## config.mk

```make
export PLATFORM = sky130hd
export DESIGN_NAME = prc_post
export DESIGN_NICKNAME = d
export VERILOG_FILES = /design/src/rtl/prc_pkg.sv /design/src/rtl/prc_post.sv
export SDC_FILE = /design/constraint.sdc
export NUM_CORES = 1
export LEC_CHECK = 0
export ABC_AREA = 1
export BUFFER_PORTS_ARGS = -buffer_cell sky130_fd_sc_hd__buf_2
export CAP_MARGIN = 20
export CORE_UTILIZATION = 35
export CTS_CLUSTER_SIZE = 8
export DETAILED_ROUTE_END_ITERATION = 8
export HOLD_SLACK_MARGIN = 0.02
export PLACE_DENSITY = 0.7
export SLEW_MARGIN = 10
export SYNTH_ARGS = -nofsm -noshare
export SYNTH_HDL_FRONTEND = slang
export SYNTH_SLANG_ARGS = --single-unit
```

## constraint.sdc

```tcl
create_clock -name clk -period 0.9 [get_ports clk]
set_input_delay 0.09 -clock clk [delete_from_list [all_inputs] [get_ports clk]]
set_output_delay 0.09 -clock clk [all_outputs]
set_load 0.1 [all_outputs]
```

## src/rtl/prc_pkg.sv

```systemverilog
// ----------------------------------------------------------------------------
// Polar / rectangular converter package
// Shared widths, constants, the arctangent table and the stage payload type.
// ----------------------------------------------------------------------------
package prc_pkg;

	// Internal coordinate width: Q16.16 operands with 16 guard bits and growth.
	localparam int XW = 49;
	// Internal angle width: Q2.30 radians with headroom for the pi seed.
	localparam int ZW = 35;
	// Guard bits added by the gain pre-scale.
	localparam int GUARD = 16;

	// Reciprocal of the CORDIC gain as a fraction of 2^32.
	localparam logic [31:0] INV_GAIN = 32'd2608131496;

	localparam logic signed [ZW-1:0] PI_Q30      = 35'sd3373259426;
	localparam logic signed [ZW-1:0] TWO_PI_Q30  = 35'sd6746518852;
	localparam logic signed [ZW-1:0] HALF_PI_Q30 = 35'sd1686629713;
	localparam logic signed [30:0]   PI_Q28      = 31'sd843314857;
	localparam logic signed [30:0]   HALF_PI_Q28 = 31'sd421657428;

	// Payload handed from stage to stage along the pipeline.
	typedef struct packed {
		logic                   mode;   // 0 vectoring (to polar), 1 rotation
		logic                   bypass; // result already known, chain output ignored
		logic [30:0]            byp_r;
		logic signed [30:0]     byp_a;
		logic signed [XW-1:0]   x;
		logic signed [XW-1:0]   y;
		logic signed [ZW-1:0]   z;
	} data_t;

	// atan(2^-i) in Q2.30 radians.
	function automatic logic signed [ZW-1:0] atan_q30(input logic [4:0] idx);
		logic signed [ZW-1:0] r;
		unique case (idx)
			5'd0:  r = 35'sh03243F6A8;
			5'd1:  r = 35'sh01DAC6705;
			5'd2:  r = 35'sh00FADBAFC;
			5'd3:  r = 35'sh007F56EA6;
			5'd4:  r = 35'sh003FEAB76;
			5'd5:  r = 35'sh001FFD55B;
			5'd6:  r = 35'sh000FFFAAA;
			5'd7:  r = 35'sh0007FFF55;
			5'd8:  r = 35'sh0003FFFEA;
			5'd9:  r = 35'sh0001FFFFD;
			5'd10: r = 35'sh0000FFFFF;
			5'd11: r = 35'sh00007FFFF;
			5'd12: r = 35'sh00003FFFF;
			5'd13: r = 35'sh00001FFFF;
			5'd14: r = 35'sh00000FFFF;
			5'd15: r = 35'sh000007FFF;
			5'd16: r = 35'sh000003FFF;
			5'd17: r = 35'sh000001FFF;
			5'd18: r = 35'sh000000FFF;
			5'd19: r = 35'sh0000007FF;
			5'd20: r = 35'sh0000003FF;
			5'd21: r = 35'sh0000001FF;
			5'd22: r = 35'sh0000000FF;
			5'd23: r = 35'sh00000007F;
			5'd24: r = 35'sh00000003F;
			5'd25: r = 35'sh00000001F;
			5'd26: r = 35'sh00000000F;
			5'd27: r = 35'sh000000008;
			5'd28: r = 35'sh000000004;
			5'd29: r = 35'sh000000002;
			5'd30: r = 35'sh000000001;
			default: r = '0;
		endcase
		return r;
	endfunction

endpackage

```

## src/rtl/prc_post.sv

```systemverilog
// ----------------------------------------------------------------------------
// Result formatting
// Rounds the guard bits away, saturates, selects the fields of the item's
// mode and holds the result in the output register.
// ----------------------------------------------------------------------------
module prc_post (
	input  logic                 clk,
	input  logic                 arst_n,
	input  logic                 en,
	input  logic                 in_valid,
	input  prc_pkg::data_t       in_data,
	output logic                 out_valid,
	output logic signed [30:0]   x_out,
	output logic signed [30:0]   y_out,
	output logic [30:0]          radius_out,
	output logic signed [30:0]   angle_out,
	output logic                 mode_out
);

	localparam int XW = prc_pkg::XW;
	localparam int ZW = prc_pkg::ZW;
	localparam int RW = XW - prc_pkg::GUARD;
	localparam int AW = ZW - 2;

	localparam logic signed [XW-1:0] RND   = XW'(1) <<< (prc_pkg::GUARD - 1);
	localparam logic signed [RW-1:0] C_MIN = -(RW'(1) <<< 30);
	localparam logic signed [RW-1:0] C_MAX = (RW'(1) <<< 30) - RW'(1);
	localparam logic signed [RW-1:0] R_MAX = (RW'(1) <<< 31) - RW'(1);
	localparam logic signed [AW-1:0] A_MAX = AW'(prc_pkg::PI_Q28);
	localparam logic signed [AW-1:0] A_MIN = AW'(-prc_pkg::PI_Q28 + 31'sd1);

	logic signed [XW-1:0] xsum, ysum;
	logic signed [ZW-1:0] zsum;
	logic signed [RW-1:0] xr, yr, xc, yc, rc;
	logic signed [AW-1:0] ar, ac;

	always_comb begin
		xsum = in_data.x + RND;
		ysum = in_data.y + RND;
		zsum = in_data.z + ZW'(2);
		xr   = $signed(xsum[XW-1:prc_pkg::GUARD]);
		yr   = $signed(ysum[XW-1:prc_pkg::GUARD]);
		ar   = $signed(zsum[ZW-1:2]);
		xc   = (xr < C_MIN) ? C_MIN : ((xr > C_MAX) ? C_MAX : xr);
		yc   = (yr < C_MIN) ? C_MIN : ((yr > C_MAX) ? C_MAX : yr);
		rc   = (xr < RW'(0)) ? RW'(0) : ((xr > R_MAX) ? R_MAX : xr);
		ac   = (ar < A_MIN) ? A_MIN : ((ar > A_MAX) ? A_MAX : ar);
	end

	always_ff @(posedge clk or negedge arst_n) begin
		if (!arst_n) begin
			out_valid <= 1'b0;
		end else if (en) begin
			out_valid <= in_valid;
		end
	end

	always_ff @(posedge clk) begin
		if (en) begin
			mode_out <= in_data.mode;
			if (in_data.mode) begin
				x_out      <= xc[30:0];
				y_out      <= yc[30:0];
				radius_out <= '0;
				angle_out  <= '0;
			end else begin
				x_out <= '0;
				y_out <= '0;
				if (in_data.bypass) begin
					radius_out <= in_data.byp_r;
					angle_out  <= in_data.byp_a;
				end else begin
					radius_out <= rc[30:0];
					angle_out  <= ac[30:0];
				end
			end
		end
	end

endmodule

```

After elaboration in Yosys (flattened, before gate mapping)
Cells that the tools add are included.
- $add $sub $neg: 3
- muxes and demuxes: 10
- $lt $le $gt $ge: 8
- reduce and logical (&&, ||, !) cells: 2
- bitwise logic cells: 1
- operators by type and width (kind ; number):
    2-to-1 mux 31 bit ; 10
    greater-than comparator 33 x 31 -> 1 bit (second input constant) ; 3
    less-than comparator 33 x 31 -> 1 bit (second input constant) ; 3
    adder 49 x 17 -> 49 bit (second input constant) ; 2
    adder 35 x 3 -> 35 bit (second input constant) ; 1
    greater-than comparator 33 x 32 -> 1 bit (second input constant) ; 1
    less-than comparator 33 x 1 -> 1 bit (second input constant) ; 1
    OR reduction 2 bit ; 2
    inverter 1 bit ; 1
- register bits: 126
- bits of input ports: 201
- output and inout port bits: 126
- logic and storage cells: 32

Depth between registers and ports, before layout
- depth after elaboration: 5
- gate-level depth with buffers: 20

Worst setup path before layout
OpenSTA, ideal clock, no wires.
- kind: input port to flip-flop
- from: input port in_data[99] (netlist name)
- to: register x_out[0], data pin
- path slack: -1.183 ns
- arrival time: 1.813 ns
- cell stages on the path: 16
- data required time: 0.630 ns
- path through: ha_1 -> nand3_1 -> nor2_2 -> nand3_1 -> nor2_1 -> nand2_1 -> xor2_1 -> nor2_1 -> nand4_1 -> nor2_1 -> nor2_1 -> nand2_1 -> nand2_1 -> nand2_2 -> buf_6 -> a21oi_1
- word-level cells in the longest chain between the ends: 3
- elaborated cells between the ends (all ways): 5
- those cells by class: add/sub (1); order compare (2); mux (1); reduce/logical (1)
- ends and longest elaborated chain (what ; RTL line ; source):
    start: declaration ; prc_post.sv:11 ; input prc_pkg::data_t in_data,
    adder 49 x 17 -> 49 bit (*) ; prc_post.sv:38 ; xsum = in_data.x + RND;
    greater-than comparator 33 x 31 -> 1 bit or less-than comparator 33 x 31 -> 1 bit (tied branches) ; prc_post.sv:44 ; xc = (xr < C_MIN) ? C_MIN : ((xr > C_MAX) ? C_MAX : xr);
    2-to-1 mux 31 bit or OR reduction 2 bit (tied branches) ; - ;
    end signal: assignment ; prc_post.sv:62 ; x_out <= xc[30:0];
    end: declaration ; prc_post.sv:13 ; output logic signed [30:0] x_out,
Every way passes the cells marked *; elsewhere a longest branch is shown, timed or not.
A chain may end at the register's enable or synchronous reset.

Worst setup path in the final report
- from: input port in_data[109] (netlist name)
- to: register x_out[1], data pin
The elaborated chain is that of the path after synthesis.

==> impl_metrics.py <==
metrics = {
    "synth": {
        "synth_top_cell_by_area": "edfxtp_1",
        "netlist_area_um2": 9150,
        "synth_top_area_share_pct": 41.0,
        "synth_cell_type_count": 34,
        "syn_nets": 1507,
        "syn_area_per_cell_um2": 7.03,
        "synthCells": 1303,
        "synth-seq-area-share_pct": 41.3,
        "synth_area_leaders": "edfxtp_1 (41%), nand2_1 (19%), nor2_1 (6.8%), a21oi_1 (6.6%), inv_1 (4.8%)",
        "synth.ff_latch_count": 126,
        "yosysWarnings": 0,
    },
    "sta": {
        "relSlewSlack_pct": 54.7,
        "period_share_pct": 241,
        "setup_slack_ps": -1270,
        "tightest_slew_ps": 675,
        "finalSetupViolCount": 250,
        "rsz0062_at_grt": "yes",
        "finalHoldViolations": 0,
        "fin_skew_ps": 0,
        "tns_ps": -160880,
        "hold_slack_ps": 24.0,
        "drv_slew": 0,
        "period_needed_ps": 2170,
        "fmax_mhz": 461,
    },
    "drt": {
        "drc": 0,
        "first_pass_iters": 6,
        "ant_nets": 0,
        "num_vias": 11870,
        "vias_per_cell": 5.18,
        "totalWireLength_um": 42400,
        "first_iter_violations": 915,
        "drt-wirelength-per-cell_um": 18.5,
    },
    "critical_path": {
        "critical_path_class": "in -> reg",
        "worstRegToRegCells": 1,
        "cp-endpoint": "x_out[1]$_SDFFCE_PP0P_",
        "end_kind": "register",
        "r2r_start": "out_valid$_DFFE_PN0P_",
        "path_max_fanout": 5,
        "cp-start-kind": "input pin",
        "crit_required_ps": 1080,
        "r2r-end": "out_valid$_DFFE_PN0P_",
        "r2r_slack_ps": 0,
        "crit_arrival_ps": 2350,
        "crit_start": "in_data[109]",
    },
    "clock_tree": {
        "cts-root-buf": "clkbuf_16",
        "htreeDepth": 4,
        "numCtsBuffers": 17,
        "cts_tree": "built",
        "insertion_delay_ps": 430,
        "cts.clk_slew.worst_paths_ps": 80,
        "cts_sinks": 126,
        "clockBufferDepth": 2,
    },
    "place": {
        "place_inst": 2170,
        "placed_area_um2": 15300,
        "place_ws_ps": -1530,
        "port_buffers": 295,
        "gp_congestion": 0.989,
        "dp_hpwl_um": 29100,
    },
    "die": {
        "die_area_um2": 26800,
        "initial_core_util_pct": 36.0,
        "chipHeight_um": 164,
        "core_area_um2": 25400,
        "rows": 58,
        "io_pins": 327,
        "die_w_um": 164,
    },
    "power_and_ir_drop": {
        "irDropWorstVdd_v": 0.00105,
        "report.power.total_mw": 25.1,
        "power.leakage_nw": 8.12,
        "power_density_nw_per_um2": 1360,
    },
    "cells_and_area": {
        "layout-drive-gt1-share_pct": 54.3,
        "nNetsFinal": 2151,
        "finalNonFillerCells": 2292,
        "syn2layout_area_growth_pct": 102,
        "fin_util_pct": 72.7,
        "stdcell_area_um2": 18500,
    },
    "global_routing": {
        "grt_max_degree": 56,
        "antenna_found_initial": 3,
        "grt_usage_pct": 30.0,
        "grt_pass1_wl_um": 61100,
        "grt_pass1_vias": 11627,
        "grt_overflow_total": 0,
    },
    "outcome": {
        "status": "finished, violations left",
        "violations": "setup timing",
    },
    "worst_hold_path": {
        "hold_class": "in -> reg",
        "min-delay-start": "in_data[171]",
    },
    "job": {
        "drv_cap": 0,
    },
}
## how the worst min path moves through the flow
stage / slack [ps] / to / depth (start not counted)
final: 20 / radius_out[7]$_SDFFCE_PP0P_ / 3
after global routing: 10 / angle_out[19]$_SDFFCE_PP0P_ / 3
after CTS: 20 / angle_out[27]$_SDFFCE_PP0P_ / 3
after detailed placement: -130 / out_valid$_DFFE_PN0P_ / 1
after global placement: -140 / out_valid$_DFFE_PN0P_ / 1
after floorplan: -210 / out_valid$_DFFE_PN0P_ / 0
## placed cells by master (no fill, tap or decap), types with 12 or more instances in the layout
| master | n |
|---|---|
| a21oi_1 | 26 |
| a21oi_2 | 84 |
| xor2_1 | 23 |
| inv_1 | 105 |
| nor2_2 | 49 |
| nand2_2 | 89 |
| inv_2 | 19 |
| edfxtp_1 | 125 |
| nand4_1 | 20 |
| nor2_4 | 29 |
| nand3_1 | 59 |
| clkbuf_16 | 19 |
| nor3_1 | 12 |
| nand2_1 | 347 |
| nand3_2 | 17 |
| buf_12 | 141 |
| buf_4 | 303 |
| dlygate4sd3_1 | 22 |
| nor2_1 | 107 |
| nand2_4 | 38 |
| xnor2_1 | 15 |
| buf_6 | 23 |
| buf_2 | 151 |
## routing by layer
metal | track usage [%] | part of all wire (%) | vias to the layer above
met5 | 0 | 0.019 | -
met4 | 14.1 | 5.3 | 2
met3 | 5.10 | 6.7 | 160
met2 | 54.1 | 51 | 623
met1 | 34.3 | 37 | 5539
li1 | - | - | 5546
## where the power goes
part | total, mW | switching (mW) | internal, mW
registers | 7.49 | 0.431 | 7.06
clock network | 7.07 | 3.34 | 3.73
logic | 10.6 | 6.51 | 4.04
## cell usage after synthesis, drive strengths merged
cell    instances
mux2            1
o21ai          26
nand4          20
a21oi         121
o21bai          4
ha              3
inv           125
xor2           30
and2            1
a21o            1
edfxtp        125
clkbuf         20
nand2         476
nand3b         11
nor3           21
o22ai           1
clkinv          1
nor4            8
dfrtp           1
nand3          85
buf            18
nor2          185
xnor2          19
## area by class of cell
class                   count  area [µm²]
repair buffers            661        6780
diodes                      2        5.00
fillers                  1757        6940
clock buffers              17         425
inverters                 126         489
clock inverters            15         170
multi-input cells        1013        6370
repair inverters            2        17.5
flip-flops and latches    126        3780
well taps                 330         413
## sequential cells by signal, indices dropped and copies added (netlist names)
register,flops
angle_out,31
radius_out,31
x_out,31
y_out,31
mode_out,1
out_valid,1
## cells by family (layout without fill, tap and decap cells)
family / count (synthesis) / count (layout) / share of synthesized area (%)
simple gates: 807 / 807 / 37.6
buf+inv: 164 / 821 / 7.38
compound gates: 153 / 153 / 8.52
flops: 126 / 126 / 41.3
xor+xnor: 49 / 49 / 4.69
fa+ha+maj: 3 / 3 / 0.410
mux: 1 / 1 / 0.123
other cells: 0 / 2 / 0
## worst max-delay path, stage by stage
cell,delay [ps]
buf_2,170
nand2_2,130
nor2_2,190
nand3_2,150
inv_1,130
nand2_1,60
nand2_1,60
nand2_1,100
nor2_1,160
nand2_1,70
nor2_1,90
nand3_1,100
nor2_2,160
nor2_2,70
nand2_4,100
nand2_4,80
nand2_8,120
buf_12,130
buf_16,130
a21oi_4,50
## timing repair
| action | 4_1_cts | 5_1_grt |
|---|---|---|
| gates resized for setup | 242 | 212 |
| gates cloned | 14 | 5 |
| setup endpoints to repair | 251 | 251 |
| hold buffers | 18 | 4 |
| pin swaps | 55 | 77 |
| setup buffers | 30 | 20 |
| endpoints found under the hold margin | 16 | 4 |
Note: power is estimated with default switching activity, not from simulation.
