## config.mk

```make
export PLATFORM = sky130hd
export DESIGN_NAME = prc_prep
export DESIGN_NICKNAME = d
export VERILOG_FILES = /design/src/rtl/prc_pkg.sv /design/src/rtl/prc_prep.sv
export SDC_FILE = /design/constraint.sdc
export NUM_CORES = 2
export LEC_CHECK = 0
export ABC_AREA = 1
export BUFFER_PORTS_ARGS = -buffer_cell sky130_fd_sc_hd__buf_2
export CORE_ASPECT_RATIO = 0.7
export CORE_MARGIN = 2
export CORE_UTILIZATION = 30
export CTS_BUF_LIST = sky130_fd_sc_hd__clkbuf_8
export DETAILED_ROUTE_END_ITERATION = 10
export HOLD_SLACK_MARGIN = 0.03
export SYNTH_ARGS = -nofsm -noshare
export SYNTH_HDL_FRONTEND = slang
export SYNTH_SLANG_ARGS = --single-unit
export TNS_END_PERCENT = 5
```

## constraint.sdc

```tcl
create_clock -name clk -period 8 [get_ports clk]
set_input_delay 0.8 -clock clk [delete_from_list [all_inputs] [get_ports clk]]
set_output_delay 0.8 -clock clk [all_outputs]
set_load 0.005 [all_outputs]
```

## src/rtl/prc_pkg.sv

```systemverilog
// ----------------------------------------------------------------------------
// Polar / rectangular converter package
// Shared widths, constants, the arctangent table and the stage payload type.
// ----------------------------------------------------------------------------
package prc_pkg;

	// Internal coordinate width: Q16.16 operands with 16 guard bits and growth.
	localparam int XW = 49;
	// Internal angle width: Q2.30 radians with headroom for the pi seed.
	localparam int ZW = 35;
	// Guard bits added by the gain pre-scale.
	localparam int GUARD = 16;

	// Reciprocal of the CORDIC gain as a fraction of 2^32.
	localparam logic [31:0] INV_GAIN = 32'd2608131496;

	localparam logic signed [ZW-1:0] PI_Q30      = 35'sd3373259426;
	localparam logic signed [ZW-1:0] TWO_PI_Q30  = 35'sd6746518852;
	localparam logic signed [ZW-1:0] HALF_PI_Q30 = 35'sd1686629713;
	localparam logic signed [30:0]   PI_Q28      = 31'sd843314857;
	localparam logic signed [30:0]   HALF_PI_Q28 = 31'sd421657428;

	// Payload handed from stage to stage along the pipeline.
	typedef struct packed {
		logic                   mode;   // 0 vectoring (to polar), 1 rotation
		logic                   bypass; // result already known, chain output ignored
		logic [30:0]            byp_r;
		logic signed [30:0]     byp_a;
		logic signed [XW-1:0]   x;
		logic signed [XW-1:0]   y;
		logic signed [ZW-1:0]   z;
	} data_t;

	// atan(2^-i) in Q2.30 radians.
	function automatic logic signed [ZW-1:0] atan_q30(input logic [4:0] idx);
		logic signed [ZW-1:0] r;
		unique case (idx)
			5'd0:  r = 35'sh03243F6A8;
			5'd1:  r = 35'sh01DAC6705;
			5'd2:  r = 35'sh00FADBAFC;
			5'd3:  r = 35'sh007F56EA6;
			5'd4:  r = 35'sh003FEAB76;
			5'd5:  r = 35'sh001FFD55B;
			5'd6:  r = 35'sh000FFFAAA;
			5'd7:  r = 35'sh0007FFF55;
			5'd8:  r = 35'sh0003FFFEA;
			5'd9:  r = 35'sh0001FFFFD;
			5'd10: r = 35'sh0000FFFFF;
			5'd11: r = 35'sh00007FFFF;
			5'd12: r = 35'sh00003FFFF;
			5'd13: r = 35'sh00001FFFF;
			5'd14: r = 35'sh00000FFFF;
			5'd15: r = 35'sh000007FFF;
			5'd16: r = 35'sh000003FFF;
			5'd17: r = 35'sh000001FFF;
			5'd18: r = 35'sh000000FFF;
			5'd19: r = 35'sh0000007FF;
			5'd20: r = 35'sh0000003FF;
			5'd21: r = 35'sh0000001FF;
			5'd22: r = 35'sh0000000FF;
			5'd23: r = 35'sh00000007F;
			5'd24: r = 35'sh00000003F;
			5'd25: r = 35'sh00000001F;
			5'd26: r = 35'sh00000000F;
			5'd27: r = 35'sh000000008;
			5'd28: r = 35'sh000000004;
			5'd29: r = 35'sh000000002;
			5'd30: r = 35'sh000000001;
			default: r = '0;
		endcase
		return r;
	endfunction

endpackage

```

## src/rtl/prc_prep.sv

```systemverilog
// ----------------------------------------------------------------------------
// Operand preparation
// Handles the axis cases, folds the angle, removes the CORDIC gain up front
// and forms the signed start vector for the cell chain (three stages).
// ----------------------------------------------------------------------------
module prc_prep (
	input  logic                 clk,
	input  logic                 arst_n,
	input  logic                 en,
	input  logic                 in_valid,
	input  logic                 operation,
	input  logic signed [30:0]   x_in,
	input  logic signed [30:0]   y_in,
	input  logic [29:0]          radius_in,
	input  logic signed [31:0]   angle_in,
	output logic                 out_valid,
	output prc_pkg::data_t       out_data
);

	localparam int ZW = prc_pkg::ZW;
	localparam int XW = prc_pkg::XW;
	localparam int PW = 63 - prc_pkg::GUARD;

	// ---- stage 1: axis cases, magnitudes, angle seed and 2pi fold ----
	logic signed [31:0]   x_ext, y_ext, x_abs, y_abs;
	logic                 x_neg, y_neg, x_zero, y_zero;
	logic signed [ZW-1:0] z4, z_fold;
	logic [30:0]          byp_r_c;
	logic signed [30:0]   byp_a_c;

	always_comb begin
		x_ext  = 32'(x_in);
		y_ext  = 32'(y_in);
		x_neg  = x_in[30];
		y_neg  = y_in[30];
		x_zero = (x_in == '0);
		y_zero = (y_in == '0);
		x_abs  = x_neg ? -x_ext : x_ext;
		y_abs  = y_neg ? -y_ext : y_ext;
		if (y_zero) begin
			byp_r_c = x_abs[30:0];
			byp_a_c = x_neg ? prc_pkg::PI_Q28 : '0;
		end else begin
			byp_r_c = y_abs[30:0];
			byp_a_c = y_neg ? -prc_pkg::HALF_PI_Q28 : prc_pkg::HALF_PI_Q28;
		end
		z4 = ZW'(angle_in) <<< 2;
		priority if (z4 > prc_pkg::PI_Q30) begin
			z_fold = z4 - prc_pkg::TWO_PI_Q30;
		end else if (z4 <= -prc_pkg::PI_Q30) begin
			z_fold = z4 + prc_pkg::TWO_PI_Q30;
		end else begin
			z_fold = z4;
		end
	end

	logic                 valid_s1, mode_s1, byp_s1, yneg_s1;
	logic [30:0]          byr_s1, xm_s1, ym_s1;
	logic signed [30:0]   bya_s1;
	logic signed [ZW-1:0] z_s1;

	always_ff @(posedge clk or negedge arst_n) begin
		if (!arst_n) begin
			valid_s1 <= 1'b0;
		end else if (en) begin
			valid_s1 <= in_valid;
		end
	end

	always_ff @(posedge clk) begin
		if (en) begin
			mode_s1 <= operation;
			byr_s1  <= byp_r_c;
			bya_s1  <= byp_a_c;
			if (operation) begin
				byp_s1  <= 1'b0;
				xm_s1   <= 31'(radius_in);
				ym_s1   <= '0;
				yneg_s1 <= 1'b0;
				z_s1    <= z_fold;
			end else begin
				byp_s1  <= x_zero || y_zero;
				// A negative x is turned by pi first, which negates both coordinates.
				xm_s1   <= x_abs[30:0];
				ym_s1   <= y_abs[30:0];
				yneg_s1 <= y_neg ^ x_neg;
				if (x_neg) begin
					z_s1 <= y_neg ? -prc_pkg::PI_Q30 : prc_pkg::PI_Q30;
				end else begin
					z_s1 <= '0;
				end
			end
		end
	end

	// ---- stage 2: gain pre-scale and quadrant fold ----
	logic [62:0]          prod_x, prod_y;
	logic signed [ZW-1:0] z_half;
	logic                 neg_c;

	always_comb begin
		prod_x = 63'(xm_s1) * 63'(prc_pkg::INV_GAIN);
		prod_y = 63'(ym_s1) * 63'(prc_pkg::INV_GAIN);
		priority if (mode_s1 && (z_s1 > prc_pkg::HALF_PI_Q30)) begin
			z_half = z_s1 - prc_pkg::PI_Q30;
			neg_c  = 1'b1;
		end else if (mode_s1 && (z_s1 < -prc_pkg::HALF_PI_Q30)) begin
			z_half = z_s1 + prc_pkg::PI_Q30;
			neg_c  = 1'b1;
		end else begin
			z_half = z_s1;
			neg_c  = 1'b0;
		end
	end

	logic                 valid_s2, mode_s2, byp_s2, xneg_s2, yneg_s2;
	logic [30:0]          byr_s2;
	logic signed [30:0]   bya_s2;
	logic [PW-1:0]        xp_s2, yp_s2;
	logic signed [ZW-1:0] z_s2;

	always_ff @(posedge clk or negedge arst_n) begin
		if (!arst_n) begin
			valid_s2 <= 1'b0;
		end else if (en) begin
			valid_s2 <= valid_s1;
		end
	end

	always_ff @(posedge clk) begin
		if (en) begin
			mode_s2 <= mode_s1;
			byp_s2  <= byp_s1;
			byr_s2  <= byr_s1;
			bya_s2  <= bya_s1;
			xp_s2   <= prod_x[62:prc_pkg::GUARD];
			yp_s2   <= prod_y[62:prc_pkg::GUARD];
			xneg_s2 <= neg_c;
			yneg_s2 <= yneg_s1;
			z_s2    <= z_half;
		end
	end

	// ---- stage 3: apply signs to the scaled magnitudes ----
	logic signed [XW-1:0] xs, ys;

	always_comb begin
		xs = $signed(XW'(xp_s2));
		ys = $signed(XW'(yp_s2));
	end

	always_ff @(posedge clk or negedge arst_n) begin
		if (!arst_n) begin
			out_valid <= 1'b0;
		end else if (en) begin
			out_valid <= valid_s2;
		end
	end

	always_ff @(posedge clk) begin
		if (en) begin
			out_data.mode   <= mode_s2;
			out_data.bypass <= byp_s2;
			out_data.byp_r  <= byr_s2;
			out_data.byp_a  <= bya_s2;
			out_data.x      <= xneg_s2 ? -xs : xs;
			out_data.y      <= yneg_s2 ? -ys : ys;
			out_data.z      <= z_s2;
		end
	end

endmodule

```

* Word level (Yosys, flattened, before mapping)
Index checks and enable logic that the tools add are counted.
** Cells by class
- Mux-type cells :: 17
- Add/sub/neg operators :: 8
- Multiply operators :: 2
- Bitwise operators :: 1
- Reduce and logical (&&, ||, !) cells :: 5
- Order comparisons :: 4
** Operators by type and width (count)
- $mux W35 :: 7
- $mux W31 :: 5
- $mul A31 B29 Y60 const B :: 2
- $neg A47 Y49 :: 2
- $mux W47 :: 2
- $logic_not A31 Y1 :: 2
- $neg A31 Y31 :: 2
- $mux W30 :: 2
- $add A34 B34 Y35 const B :: 1
- $add A35 B33 Y35 const B :: 1
- $gt A35 B32 Y1 const B :: 1
- $lt A35 B32 Y1 const B :: 1
- $sub A34 B34 Y35 const B :: 1
- $sub A35 B33 Y35 const B :: 1
- $gt A34 B33 Y1 const B :: 1
- $le A34 B33 Y1 const B :: 1
- $logic_and A1 B1 Y1 :: 2
- $logic_or A1 B1 Y1 :: 1
- $mux W1 :: 1
- $xor A1 B1 Y1 :: 1
** Storage, ports and cells
- Bits of input ports :: 129
- Output and inout port bits :: 198
- Logic and storage cells :: 67
- Register bits :: 557

* Depth between registers and ports, before layout
- Depth in word-level cells :: 4
- Mapped depth :: 28
- Mapped depth without buffers :: 28

* Worst setup path after synthesis
No wires, ideal clock.
- Path kind :: register to register
- Start point :: reg ym_s1[8]
- End point :: reg yp_s2[37], data pin
- Slack :: 1613 ps
- Data required time :: 7748 ps
- Buffers on the path :: 0
- Library setup time :: 252 ps
- Data arrival time :: 6135 ps
- Period minus slack after synthesis :: 6387 ps
- Stages on the path, launching flop included :: 25
- Path through :: edfxtp_1 > inv_1 > fa_1 > fa_1 > inv_1 > fa_1 > inv_1 > fa_1 > inv_1 > fa_1 > fa_1 > fa_1 > inv_1 > fa_1 > inv_1 > ha_1 > a21o_1 > a21oi_1 > o21ai_0 > a21oi_1 > nand2_1 > nand3_1 > nand2_1 > nand2_1 > nand2_1
** On the way
- Word-level cells in the longest chain between the ends :: 1
** Ends and longest elaborated chain
- start: declaration :: RTL line prc_prep.sv:58 : logic [30:0] byr_s1, xm_s1, ym_s1;
- start signal: assignment :: RTL line prc_prep.sv:85 : ym_s1 <= y_abs[30:0];
- $mul A31 B29 Y60 :: RTL line prc_prep.sv:103 : prod_y = 63'(ym_s1) * 63'(prc_pkg::INV_GAIN);
- via prod_y[53] :: RTL line prc_prep.sv:97 : logic [62:0] prod_x, prod_y;
- end signal: assignment :: RTL line prc_prep.sv:137 : yp_s2 <= prod_y[62:prc_pkg::GUARD];
- end: declaration :: RTL line prc_prep.sv:119 : logic [PW-1:0] xp_s2, yp_s2;
The timed path passes the listed nets, and every way through them passes these cells.
A chain may end at the register's enable or synchronous reset.

* Final worst setup path
- Start point :: reg ym_s1[11]
- End point :: reg yp_s2[11], data pin
The elaborated chain is that of the path after synthesis.

==> flow_summary.json <==
{
  "htreeDepth": 3,
  "first_pass_iters": 6,
  "drt-total-wl_mm": 237,
  "yosys_warnings": 0,
  "crit_slowest_cell": "edfxtp_1",
  "die_h_um": 392,
  "gp_congestion": 1.05,
  "clk_path_buf_depth": 3,
  "grt.total_usage_pct": 21.4,
  "clock_latency_ps": 820,
  "syn_inst": 7370,
  "cp.arrival_ps": 8320,
  "reg2reg_depth": 20,
  "hold_depth": 3,
  "synthArstFlopShare_pct": 0.626,
  "via_per_inst": 4.81,
  "die_w_um": 559,
  "hold_class": "primary input to flip-flop",
  "synth_flop_cell": "edfxtp_1",
  "slew_violations": 0,
  "crit_family": "adder cells",
  "grt_pass1_vias": 51900,
  "rsz0062_at_grt": "no",
  "cp-start-kind": "flip-flop",
  "synth_edf_count": 476,
  "dieArea_sq_um": 219000,
  "finalSetupViolations": 0,
  "clockRootBuffer": "clkbuf_8",
  "finalCritPeriodShare_pct": 97.5,
  "path_depth": 20,
  "io_buffers": 324,
  "synth-seq-cells": 479,
  "maxCapViolations": 0,
  "path_clk_slew_ps": 70,
  "numCtsBuffers": 91,
  "cts_sinks": 479,
  "coreArea_sq_um": 214000,
  "worst-path-max-fanout": 7,
  "initial_core_util_pct": 30.2,
  "clock_skew_ps": 68.7,
  "dpl.hpwl_mm": 204,
  "ys_seq_area_share_pct": 22.2,
  "ant_nets": 0,
  "fill_cells": 22300,
  "synthDistinctLibCells": 66,
  "fp-row-count": 142,
  "path_buf_inv": 4,
  "worst_setup_path_end_kind": "flip-flop",
  "critPathRequiredTime_ps": 8520,
  "min_period_ps": 7800,
  "area_growth_pct": 10.6,
  "drc": 0,
  "antenna_found_initial": 23,
  "slew_headroom_pct": 17.2,
  "drive_gt1_share_pct": 7.91,
  "first_iter_violations": 5185,
  "grt_pass1_wl_mm": 346,
  "cpMostUsedCell": "fa_1",
  "worst_pin_slew_ps": 1230,
  "ios": 327,
  "max_freq_mhz": 128,
  "synth_area_per_cell_sq_um": 8.77,
  "finalSetupTns_ps": 0,
  "nNetsFinal": 9438,
  "wl_per_cell_um": 22.2,
  "cts_tree": "yes",
  "crit_path_cell_trace": "ha_1 > fa_1 > fa_1 > ha_1 > inv_1 > fa_1 > inv_1 > ha_1 > fa_1 > inv_1 > fa_1 > inv_1 > ha_1 > nand2_1 > nor2_1 > nand2_1 > o21ai_0 > nand2_1 > nand2_1 > xor2_1",
  "critPathMaxStageDelay_ps": 820,
  "syn_area_sq_um": 64700,
  "hold_violations": 0,
  "outcome": "complete, no violations",
  "vias": 51400,
  "grt_max_degree": 130,
  "critPathKind": "flip-flop to flip-flop",
  "grt-ovfl-total": 0
}
==> cell families after synthesis <==
| group | share of synthesized area, % |
|---|---|
| muxes | 0.0329 |
| buffers and inverters | 11.5 |
| DFF | 22.2 |
| other | 0.00580 |
| and+or+nand+nor | 16.5 |
| AOI/OAI and AO/OA | 5.25 |
| adders and majority gates | 41.0 |
| xor gates and xnor gates | 3.49 |
==> final cells by class <==
cell class / instances / area (sq um) / share of cell area (%)
Clock inverter: 72 / 644 / 0.901
Antenna cell: 13 / 32.5 / 0.0455
Inverter: 1754 / 6590 / 9.22
Tap cell: 2880 / 3600 / 5.04
Clock buffer: 92 / 1270 / 1.77
Timing Repair Buffer: 389 / 2160 / 3.02
Sequential cell: 479 / 14400 / 20.1
Multi-Input combinational cell: 5006 / 42800 / 59.9
==> worst reg2reg max path, stage by stage, from the launching register on <==
cell and delay, ps:
edfxtp_1 820, ha_1 450, fa_1 740, fa_1 470, ha_1 310, inv_1 70
fa_1 500, inv_1 40, ha_1 320, fa_1 560, inv_1 110, fa_1 580
inv_1 120, ha_1 430, nand2_1 130, nor2_1 290, nand2_1 130, o21ai_0 690
nand2_1 110, nand2_1 230, xor2_1 440
==> metrics by stage <==
| stage | hold WS [ps] | cells | setup slack (ps) | area [sq um] | utilization (%) |
|---|---|---|---|---|---|
| 2_1_floorplan | 400 | 7371 | 1610 | 64700 | - |
| 3_3_place_gp | 401 | 10500 | 269 | 69600 | 32.5 |
| 3_5_place_dp | 405 | 10500 | 386 | 69600 | 32.5 |
| 4_1_cts | 51.9 | 10700 | 323 | 71500 | 33.4 |
| 5_1_grt | 112 | 10700 | 41.5 | 71500 | 33.4 |
| 6_report | 194 | 10700 | 196 | 71500 | 33.4 |
==> sequential cells by signal (all words and copies together) (netlist names), 6 cells and up <==
| name | cells |
|---|---|
| xm_s1 | 31 |
| z_s2 | 34 |
| byr_s1 | 31 |
| xp_s2 | 47 |
| out_data | 171 |
| ym_s1 | 31 |
| z_s1 | 34 |
| bya_s2 | 6 |
| bya_s1 | 6 |
| byr_s2 | 31 |
| yp_s2 | 47 |
==> synthesized netlist by cell type (2+ instances only) <==
library cell	number	share of area [%]
o21ai_0	220	1.7
nand4_1	54	0.52
xor2_1	218	3.0
nand2_2	11	0.11
and2_1	3	0.029
ha_1	706	14
xnor2_1	40	0.54
o21bai_1	31	0.36
dfrtp_1	3	0.12
buf_4	42	0.49
clkinv_1	2	0.012
o21ai_1	22	0.17
nor3_2	5	0.077
clkbuf_1	29	0.17
nor2_4	7	0.12
inv_2	10	0.058
o21ai_2	20	0.27
fa_1	882	27
nand3_1	366	2.8
nor2_1	593	3.4
and3_1	2	0.019
nand3_2	4	0.062
nor3_1	85	0.66
nand2_1	1357	7.9
o31ai_1	10	0.12
nor2_2	14	0.14
a21boi_0	5	0.058
a21o_1	20	0.23
or2_2	9	0.087
buf_6	19	0.33
o21a_1	6	0.070
o211ai_1	6	0.070
a21oi_1	221	1.7
edfxtp_1	476	22
a31oi_1	24	0.23
nand2_4	2	0.035
a21oi_4	2	0.050
nand3b_1	11	0.13
buf_2	39	0.30
a211oi_1	2	0.023
nor4_1	25	0.24
a21oi_2	5	0.068
inv_1	1739	10
==> worst paths after layout <==
path	start	end	slack [ps]
max	ym_s1[11]	yp_s2[11]	200
max in group asynchronous	arst_n	out_valid	7590
max reg2reg	ym_s1[11]	yp_s2[11]	200
min	in_valid	valid_s1	190
min in group asynchronous	arst_n	valid_s2	310
min reg2reg	z_s2[12]	out_data[12]	370
==> layer usage <==
layer	global-route usage (%)	vias to the layer above	wire, um
met5	0	-	59
met4	7.31	10	8980
met3	6.46	242	25800
met2	28.8	2212	90500
met1	31.9	25300	112000
li1	-	23600	-
==> layout by cell type (no fill, tap or decap), types with 92 or more instances in the layout <==
| master | instances |
|---|---|
| buf_2 | 322 |
| a21oi_1 | 221 |
| nand3_1 | 366 |
| nor2_1 | 592 |
| edfxtp_1 | 476 |
| nand2_1 | 1357 |
| ha_1 | 706 |
| inv_1 | 1756 |
| clkbuf_8 | 92 |
| xor2_1 | 218 |
| fa_1 | 882 |
| o21ai_0 | 219 |
==> what timing repair did <==
item / 4_1_cts / 5_1_grt
endpoints found under the setup margin: 0 / 4
hold buffers: 1 / 0
setup buffers: 0 / 2
endpoints found under the hold margin: 3 / 0
gates resized for setup: 0 / 1
Power is left out: the tool's default activity adds up to more than one toggle a clock period on the data nets, which glitch-free logic cannot reach.
