## config.mk

```make
export PLATFORM = sky130hd
export DESIGN_NAME = prc_cell
export DESIGN_NICKNAME = d
export VERILOG_FILES = /design/src/rtl/prc_pkg.sv /design/src/rtl/prc_cell.sv
export SDC_FILE = /design/constraint.sdc
export NUM_CORES = 1
export LEC_CHECK = 0
export BUFFER_PORTS_ARGS = -buffer_cell sky130_fd_sc_hd__buf_2
export CAP_MARGIN = 5
export CORE_ASPECT_RATIO = 0.6
export CORE_MARGIN = 2
export CORE_UTILIZATION = 40
export CTS_CLUSTER_DIAMETER = 80
export DETAILED_ROUTE_END_ITERATION = 6
export PLACE_DENSITY_LB_ADDON = 0.25
export SLEW_MARGIN = 20
export SYNTH_ARGS = -nofsm -noshare
export SYNTH_HDL_FRONTEND = slang
export SYNTH_SLANG_ARGS = --single-unit
```

## constraint.sdc

```tcl
create_clock -name clk -period 1 [get_ports clk]
set_input_delay 0.05 -clock clk [delete_from_list [all_inputs] [get_ports clk]]
set_output_delay 0.05 -clock clk [all_outputs]
set_load 0.03 [all_outputs]
```

## src/rtl/prc_pkg.sv

```systemverilog
// ----------------------------------------------------------------------------
// Polar / rectangular converter package
// Shared widths, constants, the arctangent table and the stage payload type.
// ----------------------------------------------------------------------------
package prc_pkg;

	// Internal coordinate width: Q16.16 operands with 16 guard bits and growth.
	localparam int XW = 49;
	// Internal angle width: Q2.30 radians with headroom for the pi seed.
	localparam int ZW = 35;
	// Guard bits added by the gain pre-scale.
	localparam int GUARD = 16;

	// Reciprocal of the CORDIC gain as a fraction of 2^32.
	localparam logic [31:0] INV_GAIN = 32'd2608131496;

	localparam logic signed [ZW-1:0] PI_Q30      = 35'sd3373259426;
	localparam logic signed [ZW-1:0] TWO_PI_Q30  = 35'sd6746518852;
	localparam logic signed [ZW-1:0] HALF_PI_Q30 = 35'sd1686629713;
	localparam logic signed [30:0]   PI_Q28      = 31'sd843314857;
	localparam logic signed [30:0]   HALF_PI_Q28 = 31'sd421657428;

	// Payload handed from stage to stage along the pipeline.
	typedef struct packed {
		logic                   mode;   // 0 vectoring (to polar), 1 rotation
		logic                   bypass; // result already known, chain output ignored
		logic [30:0]            byp_r;
		logic signed [30:0]     byp_a;
		logic signed [XW-1:0]   x;
		logic signed [XW-1:0]   y;
		logic signed [ZW-1:0]   z;
	} data_t;

	// atan(2^-i) in Q2.30 radians.
	function automatic logic signed [ZW-1:0] atan_q30(input logic [4:0] idx);
		logic signed [ZW-1:0] r;
		unique case (idx)
			5'd0:  r = 35'sh03243F6A8;
			5'd1:  r = 35'sh01DAC6705;
			5'd2:  r = 35'sh00FADBAFC;
			5'd3:  r = 35'sh007F56EA6;
			5'd4:  r = 35'sh003FEAB76;
			5'd5:  r = 35'sh001FFD55B;
			5'd6:  r = 35'sh000FFFAAA;
			5'd7:  r = 35'sh0007FFF55;
			5'd8:  r = 35'sh0003FFFEA;
			5'd9:  r = 35'sh0001FFFFD;
			5'd10: r = 35'sh0000FFFFF;
			5'd11: r = 35'sh00007FFFF;
			5'd12: r = 35'sh00003FFFF;
			5'd13: r = 35'sh00001FFFF;
			5'd14: r = 35'sh00000FFFF;
			5'd15: r = 35'sh000007FFF;
			5'd16: r = 35'sh000003FFF;
			5'd17: r = 35'sh000001FFF;
			5'd18: r = 35'sh000000FFF;
			5'd19: r = 35'sh0000007FF;
			5'd20: r = 35'sh0000003FF;
			5'd21: r = 35'sh0000001FF;
			5'd22: r = 35'sh0000000FF;
			5'd23: r = 35'sh00000007F;
			5'd24: r = 35'sh00000003F;
			5'd25: r = 35'sh00000001F;
			5'd26: r = 35'sh00000000F;
			5'd27: r = 35'sh000000008;
			5'd28: r = 35'sh000000004;
			5'd29: r = 35'sh000000002;
			5'd30: r = 35'sh000000001;
			default: r = '0;
		endcase
		return r;
	endfunction

endpackage

```

## src/rtl/prc_cell.sv

```systemverilog
// ----------------------------------------------------------------------------
// CORDIC micro-rotation cell
// One shift-add rotation by atan(2^-SHIFT), registered, in vectoring or
// rotation mode as the item selects.
// ----------------------------------------------------------------------------
module prc_cell #(
	parameter int SHIFT = 0
) (
	input  logic             clk,
	input  logic             arst_n,
	input  logic             en,
	input  logic             in_valid,
	input  prc_pkg::data_t   in_data,
	output logic             out_valid,
	output prc_pkg::data_t   out_data
);

	localparam int XW = prc_pkg::XW;
	localparam int ZW = prc_pkg::ZW;

	logic signed [XW-1:0] dx, dy;
	logic signed [ZW-1:0] step;
	logic                 up;
	prc_pkg::data_t       nxt;

	always_comb begin
		dx   = in_data.y >>> SHIFT;
		dy   = in_data.x >>> SHIFT;
		step = prc_pkg::atan_q30(5'(SHIFT));
		// Vectoring drives y towards zero; rotation drives z towards zero.
		up   = in_data.mode ? !in_data.z[ZW-1] : in_data.y[XW-1];
		nxt  = in_data;
		if (up) begin
			nxt.x = in_data.x - dx;
			nxt.y = in_data.y + dy;
			nxt.z = in_data.z - step;
		end else begin
			nxt.x = in_data.x + dx;
			nxt.y = in_data.y - dy;
			nxt.z = in_data.z + step;
		end
	end

	always_ff @(posedge clk or negedge arst_n) begin
		if (!arst_n) begin
			out_valid <= 1'b0;
		end else if (en) begin
			out_valid <= in_valid;
		end
	end

	always_ff @(posedge clk) begin
		if (en) begin
			out_data <= nxt;
		end
	end

endmodule

```

# Word level (Yosys, flattened, before mapping)
# Cells that the tools add are included.
[word_totals] in_bits=201 regBits=198 wordCells=16
[classes] n_reduce_logical=1 muxes=2 add_sub_neg=5
[ops] cell="133-bit 2-to-1 mux" count=1
[ops] cell="49-bit subtractor" count=2
[ops] cell="49-bit adder" count=1
[ops] cell="35-bit by 31-bit adder with 35-bit output (second input constant)" count=1
[ops] cell="35-bit by 31-bit subtractor with 35-bit output (second input constant)" count=1
[ops] cell="1-bit logical NOT" count=1
[ops] cell="1-bit 2-to-1 mux" count=1

# Logic depth before layout (Yosys ltp)
# Gate-level depths: netlist of the first run.
[depth] depth_word=3 ltp_mapped=18 ltp_nobuf=14

# Least setup slack after synthesis of the first run
# No wires, ideal clock.
[synth_timing] path_kind="input to register" from="input in_data[34] (netlist name)" to="register out_data[34] (netlist name) (data pin)" setup_slack_ns=-3.393 t_required_ns=0.733 stages=18 t_arrival_ns=4.127 path_cell_list="and2b_4 > nor2_2 > inv_2 > buf_4 > clkbuf_1 > buf_1 > buf_1 > ha_1 > a21oi_1 > a211o_1 > a211oi_4 > o31a_2 > o22ai_4 > o41a_4 > a211oi_2 > or3_4 > nor4bb_1 > nor3_2"
[synth_rtl] item="from (decl)" line_no="prc_cell.sv:13" rtl="input prc_pkg::data_t in_data,"
[synth_rtl] item="to (signal assigned)" line_no="prc_cell.sv:54" rtl="out_data <= nxt;"
[synth_rtl] item="to (decl)" line_no="prc_cell.sv:15" rtl="output prc_pkg::data_t out_data"

==> results.sh, run 1 <==
export IMPL_place_area_mm2=0.0256
export IMPL_synth_edf_count=196
export IMPL_core_rowCount=58
export IMPL_grt_max_degree=76
export IMPL_clock_fmax_mhz=374
export IMPL_pwr_share_seq=0.282
export IMPL_status="complete, but fails checks"
export IMPL_period_needed_ns=2.67
export IMPL_cts_root_buf="clkbuf_16"
export IMPL_first_pass_iters=7
export IMPL_vias_per_cell=5.69
export IMPL_grt_pass1_vias=19500
export IMPL_p_leak_nw=13.9
export IMPL_insertion_delay_ns=0.47
export IMPL_power_share_switching=0.406
export IMPL_area_growth_pct=84.1
export IMPL_syn_cell_area_mm2=0.0170
export IMPL_startpoint_type="input pin"
export IMPL_async_flop_share=0.00508
export IMPL_power_internal_mw=24.1
export IMPL_setup_violations=324
export IMPL_start_util=0.405
export IMPL_drc_errors=0
export IMPL_multi_input_area_mm2=0.0127
export IMPL_period_share=2.67
export IMPL_synth_yosys_seq_area_share=0.348
export IMPL_clkPwrFrac=0.181
export IMPL_grt_pass1_wl_mm=116
export IMPL_slowest_stage="fa_2"
export IMPL_drt_wl_total_mm=86.2
export IMPL_gr_total_overflow=0
export IMPL_cts_buffer_depth=2
export IMPL_cp_cell_sequence="buf_8 -> clkinvlp_4 -> buf_6 -> fa_2 -> o21bai_1 -> a21oi_2 -> o31ai_4 -> a21oi_2 -> o21ai_2 -> buf_4 -> buf_6 -> a31oi_4 -> o21bai_4 -> a21boi_4 -> mux2i_1 -> xnor2_1"
export IMPL_die_w_um=270
export IMPL_regToRegStartpoint="out_valid"
export IMPL_ant_nets=0
export IMPL_die_area_mm2=0.0442
export IMPL_final_cell_mix="buf_4 (710), buf_6 (275), edfxtp_1 (196)"
export IMPL_min_to="out_data[192]"
export IMPL_clk_pin_slew_ns=0.09
export IMPL_min_path_cells=2
export IMPL_dp_slack_ns=-2.24
export IMPL_dr_wl_met2_mm=37.6
export IMPL_wl_per_cell_um=23.2
export IMPL_syn_inst=1930
export IMPL_power_switching_mw=16.4
export IMPL_drv_slew=0
export IMPL_die_h_um=164
export IMPL_path_buf_inv=5
export IMPL_cts_buffers=17
export IMPL_met1_length_mm=37.3
export IMPL_crit_arrival_ns=2.90
export IMPL_wl_met3_mm=8.48
export IMPL_numPortBuffers=398
export IMPL_synth_seq_cells=197
export IMPL_hold_path_startpoint="en"
export IMPL_fin_skew_ns=0
export IMPL_ff2ff_path_depth=1
export IMPL_coreArea_mm2=0.0419
export IMPL_combPwrFrac=0.537
export IMPL_drive_gt1_frac=0.527
export IMPL_num_vias=21100
export IMPL_ys_flop_type="edfxtp_1"
export IMPL_crit_required_ns=1.23
export IMPL_rr_endpoint="out_valid"
export IMPL_drtIter0Drc=2387
export IMPL_fillers=2855
export IMPL_antenna_found_initial=0
export IMPL_grtUsageTotal=0.344
export IMPL_path_max_fanout=3
export IMPL_place_congestion=0.997
export IMPL_hp_class="in2reg"
export IMPL_rrSetupSlack_ns=0.22
export IMPL_critPathMaxStageDelay_ns=0.39
export IMPL_htreeDepth=4
export IMPL_hold_violations=0
export IMPL_synth_cell_type_count=88
export IMPL_final_area_mm2=0.0313
export IMPL_ios=399
export IMPL_synth_nets=2309
export IMPL_path_class="in2reg"
export IMPL_dpl_hpwl_mm=61.1
export IMPL_maxCapViolations=0
export IMPL_critPathTopFamily="compound AO/OA/AOI/OAI gates"
export IMPL_ff_latch_area_mm2=0.00591
export IMPL_powerDensity_mw_per_mm2=1300
export IMPL_total_power_mw=40.5
export IMPL_cts_tree="yes"
export IMPL_max_slew_margin=0.338
export IMPL_layout_setup_ws_ns=-1.67
export IMPL_yosys_warnings=0
export IMPL_endpoint_kind="flop"
export IMPL_highest_layer="met4"
export IMPL_cts_num_sinks=197
export IMPL_postSynthAreaPerCell_um2=8.80
export IMPL_rsz0062_at_grt="true"
export IMPL_nNetsFinal=3513
export IMPL_violations="setup timing"
export IMPL_worst_pin_slew_ns=0.985
export IMPL_max_vdd_ir_drop_v=0.00133
export IMPL_layout_commonest_cell="buf_4"
==> state kept, by name, summed over array words and instances, names as in the netlist <==
register   count
out_valid      1
out_data     196
==> cells by family (layout without fill, tap and decap cells) <==
family / Yosys count / in the layout / synth area share
AOI/OAI and AO/OA: 670 / 670 / 0.247
adders and majority gates: 178 / 178 / 0.132
and+or+nand+nor: 469 / 469 / 0.131
other: 0 / 1 / 0
muxes: 27 / 27 / 0.0161
buffers and inverters: 261 / 1478 / 0.0593
DFF: 197 / 197 / 0.348
xor gates and xnor gates: 128 / 128 / 0.0660
==> area by class of cell <==
class,instances,area share
clock buffers,18,0.0137
diodes,1,0.0000800
repair buffers,1272,0.340
inverters,174,0.0231
multi-input cells,1472,0.406
flip-flops and latches,197,0.189
well taps,570,0.0228
clock inverters,14,0.00568
==> worst max path at each step <==
| stage | slack (ns) | depth (start not counted) | startpoint | end |
|---|---|---|---|---|
| final | -1.67 | 16 | in_data[36] | out_data[110] |
| after global routing | -1.78 | 15 | in_data[83] | out_data[32] |
| after CTS | -1.60 | 15 | in_data[196] | out_data[32] |
| after detailed placement | -2.24 | 15 | in_data[196] | out_data[32] |
| after global placement | -2.19 | 14 | in_data[36] | out_data[59] |
| after floorplan | -2.47 | 18 | in_data[196] | out_data[32] |
==> Yosys cell counts (21+ instances only) <==
cell type	instances	area [um2]
nor2_1	160	601
ha_1	175	2190
o211ai_1	21	158
a21o_1	38	285
o21bai_1	36	270
nand2_1	107	402
mux2i_1	25	250
a21oi_1	245	1230
clkbuf_1	50	188
nor2b_1	22	138
xnor2_1	111	972
buf_1	21	78.8
nand4_1	23	144
edfxtp_1	196	5890
nor3_1	39	195
o21ai_0	136	681
nand3_1	31	155
o21ai_1	24	120
inv_1	163	612
==> power groups by stage <==
stage	registers, mW	logic, mW	clock network [mW]
2_1_floorplan	13.6	6.40	0
3_3_place_gp	11.3	16.4	0
3_5_place_dp	11.3	16.6	0
4_1_cts	11.1	18.7	7.33
5_1_grt	11.5	22.6	7.63
6_report	11.4	21.7	7.33
==> stage by stage <==
step                hold slack [ns]  cells  setup TNS, ns  utilization
finish                       0.0175   3718        -166.66        0.747
global route                 0.0148   3717        -175.52        0.747
CTS                         0.00179   3682        -150.70        0.694
detailed placement           -0.157   3538        -214.00        0.611
global placement             -0.159   3538        -209.32        0.611
floorplan                    -0.246   1930        -158.52            -
==> routing by layer <==
layer / track usage / vias to the layer above
met5: 0 / -
met4: 0.0750 / 0
met3: 0.0669 / 211
met2: 0.521 / 1258
met1: 0.504 / 10300
li1: - / 9404
==> what timing repair did <==
action / in CTS / in global routing
gates cloned: 2 / 2
hold endpoints to repair: 75 / 0
pin swaps: 214 / 133
gates resized for setup: 415 / 700
buffers inserted: 48 / 44
hold buffers: 74 / 0
setup endpoints to repair: 324 / 324
Note: power is estimated with default switching activity, not from simulation.
==> inputs of run 2 (changes only) <==
--- a/config.mk
+++ b/config.mk
@@ -9,7 +9,7 @@
 export CAP_MARGIN = 5
 export CORE_ASPECT_RATIO = 0.6
 export CORE_MARGIN = 2
-export CORE_UTILIZATION = 40
+export CORE_UTILIZATION = 30
 export CTS_CLUSTER_DIAMETER = 80
 export DETAILED_ROUTE_END_ITERATION = 6
 export PLACE_DENSITY_LB_ADDON = 0.25
==> constraint.sdc (replaced) <==
create_clock -name clk -period 2.9 [get_ports clk]
set_input_delay 0.145 -clock clk [delete_from_list [all_inputs] [get_ports clk]]
set_output_delay 0.145 -clock clk [all_outputs]
set_load 0.03 [all_outputs]
==> results.sh, run 2 (synthesis results as in run 1) <==
export IMPL_grt_pass1_wl_mm=110
export IMPL_largest_reg_flops=196
export IMPL_grtUsageTotal=0.247
export IMPL_numPortBuffers=398
export IMPL_htreeDepth=4
export IMPL_gr_total_overflow=0
export IMPL_rsz0062_at_grt="true"
export IMPL_area_growth_pct=48.2
export IMPL_startpoint_type="input pin"
export IMPL_core_rowCount=67
export IMPL_place_area_mm2=0.0235
export IMPL_drtIter0Drc=1659
export IMPL_final_area_mm2=0.0252
export IMPL_drive_gt1_frac=0.362
export IMPL_hp_class="in2reg"
export IMPL_worst_pin_slew_ns=0.759
export IMPL_drv_slew=0
export IMPL_insertion_delay_ns=0.47
export IMPL_nNetsFinal=3226
export IMPL_fin_skew_ns=0
export IMPL_ant_nets=0
export IMPL_setup_violations=0
export IMPL_period_share=0.979
export IMPL_layout_setup_ws_ns=0.0621
export IMPL_drc_errors=0
export IMPL_cts_tree="yes"
export IMPL_vias_per_cell=5.12
export IMPL_powerDensity_mw_per_mm2=476
export IMPL_drt_wl_total_mm=74.3
export IMPL_cts_buffers=17
export IMPL_largestRegisters="out_data (196), out_valid (1)"
export IMPL_total_power_mw=12.0
export IMPL_place_inst=3509
export IMPL_cts_buffer_depth=2
export IMPL_multi_input_area_mm2=0.0104
export IMPL_whs_ns=0.0473
export IMPL_p_leak_nw=11.5
export IMPL_period_needed_ns=2.84
export IMPL_antenna_found_initial=9
export IMPL_num_vias=18500
export IMPL_die_h_um=188
export IMPL_ff_latch_area_mm2=0.00591
export IMPL_endpoint_kind="flop"
export IMPL_status="finished, final reports clean"
export IMPL_min_path_cells=2
export IMPL_die_area_mm2=0.0586
export IMPL_grt_max_degree=78
export IMPL_grt_pass1_vias=17800
export IMPL_cts_num_sinks=197
export IMPL_max_vdd_ir_drop_v=0.000273
export IMPL_first_pass_iters=6
export IMPL_place_congestion=0.998
export IMPL_path_max_fanout=5
export IMPL_cts_root_buf="clkbuf_16"
export IMPL_layout_commonest_cell="buf_4"
export IMPL_clk_pin_slew_ns=0.07
export IMPL_maxCapViolations=0
export IMPL_crit_required_ns=3.11
export IMPL_dpl_hpwl_mm=62.0
export IMPL_die_w_um=311
export IMPL_hold_violations=0
export IMPL_max_slew_margin=0.494
export IMPL_fillers=5524
export IMPL_dp_slack_ns=-0.690
export IMPL_clock_fmax_mhz=352
export IMPL_final_cell_mix="buf_4 (512), buf_2 (397), a21oi_1 (239)"
export IMPL_coreArea_mm2=0.0559
export IMPL_path_class="in2reg"
export IMPL_crit_arrival_ns=3.04
export IMPL_wl_per_cell_um=20.5
export IMPL_layoutNonFillerInstCount=3621
export IMPL_regMostFlops="out_data"
export IMPL_start_util=0.304
export IMPL_ff2ff_path_depth=1
export IMPL_ios=399
==> run 2: cell types whose count changed in the layout (fill, tap and decap cells not counted), sizes merged <==
| cell | change |
|---|---|
| clkbuf | -1 |
| buf | -281 |
| clkinvlp | -1 |
| diode | +1 |
| clkinv | -5 |
| bufinv | +2 |
| inv | +3 |
| dlygate4sd3 | -4 |
==> run 2: layout make-up <==
type / count / area share
Timing Repair Buffer: 985 / 0.263
Tap cell: 759 / 0.0377
Antenna cell: 2 / 0.000199
Multi-Input combinational cell: 1472 / 0.413
Sequential cell: 197 / 0.235
Clock inverter: 13 / 0.00741
Inverter: 174 / 0.0260
Clock buffer: 19 / 0.0176
==> run 2: repair_timing <==
item | CTS | global route
hold buffers | 70 | 0
setup buffers | 1 | 7
gates resized for setup | 12 | 60
endpoints found under the hold margin | 69 | 0
endpoints found under the setup margin | 19 | 49
pin swaps | 1 | 25
==> run 2: power breakdown <==
part | internal (mW) | switching (mW)
Sequential | 3.68 | 0.182
Clock | 1.35 | 1.26
Combinational | 2.15 | 3.35
Total | 7.18 | 4.79
==> run 2: routing by layer <==
metal / routed length [um] / track usage
met1: 36700 / 0.377
met2: 29000 / 0.335
met3: 7520 / 0.0763
met4: 1030 / 0.0479
met5: 19 / 0
==> run 2: path summary, 6_finish.rpt <==
kind / start / to / slack (ns)
worst max-delay path: in_data[196] / out_data[32] / 0.06
worst min-delay path: in_data[196] / out_data[196] / 0.05
worst max register to register: out_valid / out_valid / 2.12
worst min register to register: out_valid / out_valid / 0.57
max in group asynchronous: arst_n / out_valid / 2.29
min in group asynchronous: arst_n / out_valid / 0.51
==> run 2: critical path, stage by stage <==
cell,delay [ns]
buf_2,0.12
and2b_4,0.21
nor2_4,0.11
inv_4,0.08
ha_4,0.30
a21oi_1,0.07
a211o_1,0.34
a211oi_4,0.28
o211a_1,0.22
o22ai_4,0.08
o41a_4,0.38
a211oi_2,0.16
or3_4,0.19
mux2i_1,0.21
o2111ai_1,0.14
==> run 2: metrics by stage <==
step / utilization / TNS [ns]
after CTS: 0.445 / -0.0412
after global placement: 0.420 / -26.79
after global routing: 0.450 / -0.121
final: 0.450 / 0
after floorplan: - / -4.01
after detailed placement: 0.420 / -27.91
==> inputs of run 3 (changes only) <==
--- a/config.mk
+++ b/config.mk
@@ -12,7 +12,7 @@
 export CORE_UTILIZATION = 30
 export CTS_CLUSTER_DIAMETER = 80
 export DETAILED_ROUTE_END_ITERATION = 6
-export PLACE_DENSITY_LB_ADDON = 0.25
+export PLACE_DENSITY = 0.5
 export SLEW_MARGIN = 20
 export SYNTH_ARGS = -nofsm -noshare
 export SYNTH_HDL_FRONTEND = slang
==> results.sh, run 3 (synthesis results as in run 1) <==
export IMPL_max_vdd_ir_drop_v=0.000309
export IMPL_vias_per_cell=5.12
export IMPL_fin_util=0.451
export IMPL_whs_ns=0.0555
export IMPL_hp_class="in2reg"
export IMPL_endpoint_kind="flop"
export IMPL_place_congestion=0.955
export IMPL_cp_cell_sequence="buf_2 -> inv_1 -> ha_1 -> or4_1 -> nand2b_1 -> a2111oi_4 -> buf_4 -> nor2_1 -> o31ai_2 -> buf_4 -> mux2i_1 -> xnor2_1 -> buf_4"
export IMPL_min_path_cells=2
export IMPL_cts_tree="yes"
export IMPL_rrSetupSlack_ns=2.16
export IMPL_cp_common_cell="buf_4"
export IMPL_hold_violations=0
export IMPL_grt_pass1_vias=18000
export IMPL_crit_required_ns=3.25
export IMPL_worst_pin_slew_ns=0.964
export IMPL_multi_input_area_mm2=0.0105
export IMPL_cts_num_sinks=197
export IMPL_setup_violations=0
export IMPL_htreeDepth=4
export IMPL_regMostFlops="out_data"
export IMPL_critPathTopFamily="simple AND/OR/NAND/NOR gates"
export IMPL_die_area_mm2=0.0586
export IMPL_drive_gt1_frac=0.367
export IMPL_grtUsageTotal=0.253
export IMPL_drc_errors=0
export IMPL_grt_pass1_wl_mm=113
export IMPL_rsz0062_at_grt="true"
export IMPL_ff_latch_area_mm2=0.00591
export IMPL_gr_total_overflow=0
export IMPL_min_to="out_data[29]"
export IMPL_powerDensity_mw_per_mm2=475
export IMPL_nNetsFinal=3225
export IMPL_fin_skew_ns=0
export IMPL_path_class="in2reg"
export IMPL_antenna_found_initial=2
export IMPL_num_vias=18500
export IMPL_fillers=5480
export IMPL_cts_buffers=17
export IMPL_ios=399
export IMPL_area_growth_pct=48.5
export IMPL_die_h_um=188
export IMPL_clk_pin_slew_ns=0.09
export IMPL_path_max_fanout=4
export IMPL_grt_max_degree=74
export IMPL_drt_wl_total_mm=75.9
export IMPL_slowest_stage="or4_1"
export IMPL_path_buf_inv=5
export IMPL_layout_commonest_cell="buf_4"
export IMPL_startpoint_type="input pin"
export IMPL_first_pass_iters=7
export IMPL_coreArea_mm2=0.0559
export IMPL_critPathMaxStageDelay_ns=0.65
export IMPL_numPortBuffers=398
export IMPL_period_share=0.992
export IMPL_final_cell_mix="buf_4 (510), buf_2 (397), a21oi_1 (231)"
export IMPL_hold_path_startpoint="in_data[29]"
export IMPL_cts_root_buf="clkbuf_16"
export IMPL_largestRegisters="out_data (196), out_valid (1)"
export IMPL_diodes=0
export IMPL_start_util=0.304
export IMPL_ant_nets=0
export IMPL_core_rowCount=67
export IMPL_period_needed_ns=2.88
export IMPL_insertion_delay_ns=0.47
export IMPL_ff2ff_path_depth=1
export IMPL_place_inst=3505
export IMPL_cts_buffer_depth=2
export IMPL_wl_per_cell_um=21.0
export IMPL_drv_slew=0
export IMPL_drtIter0Drc=1773
export IMPL_largest_reg_flops=196
export IMPL_max_slew_margin=0.357
export IMPL_rr_endpoint="out_valid"
export IMPL_status="finished, final reports clean"
export IMPL_dpl_hpwl_mm=62.7
export IMPL_layoutNonFillerInstCount=3618
export IMPL_maxCapViolations=0
export IMPL_die_w_um=311
export IMPL_crit_arrival_ns=3.22
export IMPL_clock_fmax_mhz=348
export IMPL_regToRegStartpoint="out_valid"
export IMPL_p_leak_nw=11.5
-- run 3: how the worst max path moves through the flow --
| stage | depth (start not counted) | from | to |
|---|---|---|---|
| final | 13 | in_data[54] | out_data[111] |
| after global placement | 15 | in_data[35] | out_data[59] |
| after detailed placement | 15 | in_data[35] | out_data[59] |
| after floorplan | 18 | in_data[196] | out_data[32] |
| after global routing | 16 | in_data[42] | out_data[111] |
| after CTS | 17 | in_data[35] | out_data[128] |
-- run 3: area by class of cell --
cell class / instances / area share
clock buffers: 17 / 0.0169
clock inverters: 15 / 0.00690
inverters: 174 / 0.0260
multi-input cells: 1472 / 0.415
flip-flops and latches: 197 / 0.234
well taps: 759 / 0.0377
repair buffers: 984 / 0.263
-- run 3: through the flow --
stage / instance area, um2 / setup WS [ns] / setup TNS (ns) / total power, mW
floorplan: 17100 / -0.665 / -4.01 / 6.71
global placement: 23400 / -0.878 / -29.19 / 9.21
finish: 25200 / 0.0234 / 0 / 12.0
CTS: 24900 / 0.00103 / 0 / 11.9
detailed placement: 23400 / -0.781 / -29.95 / 9.23
global route: 25200 / -0.0358 / -0.101 / 12.5
-- run 3: repair_timing --
| item | 4_1_cts | 5_1_grt |
|---|---|---|
| endpoints found under the setup margin | 26 | 54 |
| endpoints found under the hold margin | 70 | 0 |
| gates resized for setup | 23 | 66 |
| pin swaps | 9 | 36 |
| buffers inserted | 3 | 8 |
| hold buffers | 71 | 0 |
-- run 3: routing by layer --
layer / wire length, um / global-route usage / share of wire
met3: 6670 / 0.0611 / 0.088
met4: 495 / 0.0308 / 0.0065
met2: 30400 / 0.357 / 0.40
met1: 38300 / 0.392 / 0.50
met5: 13 / 0 / 0.00017
-- run 3: power breakdown --
group	total [mW]	switching, mW	internal (mW)
clock network	2.51	1.34	1.17
logic	5.61	3.43	2.18
registers	3.85	0.164	3.68
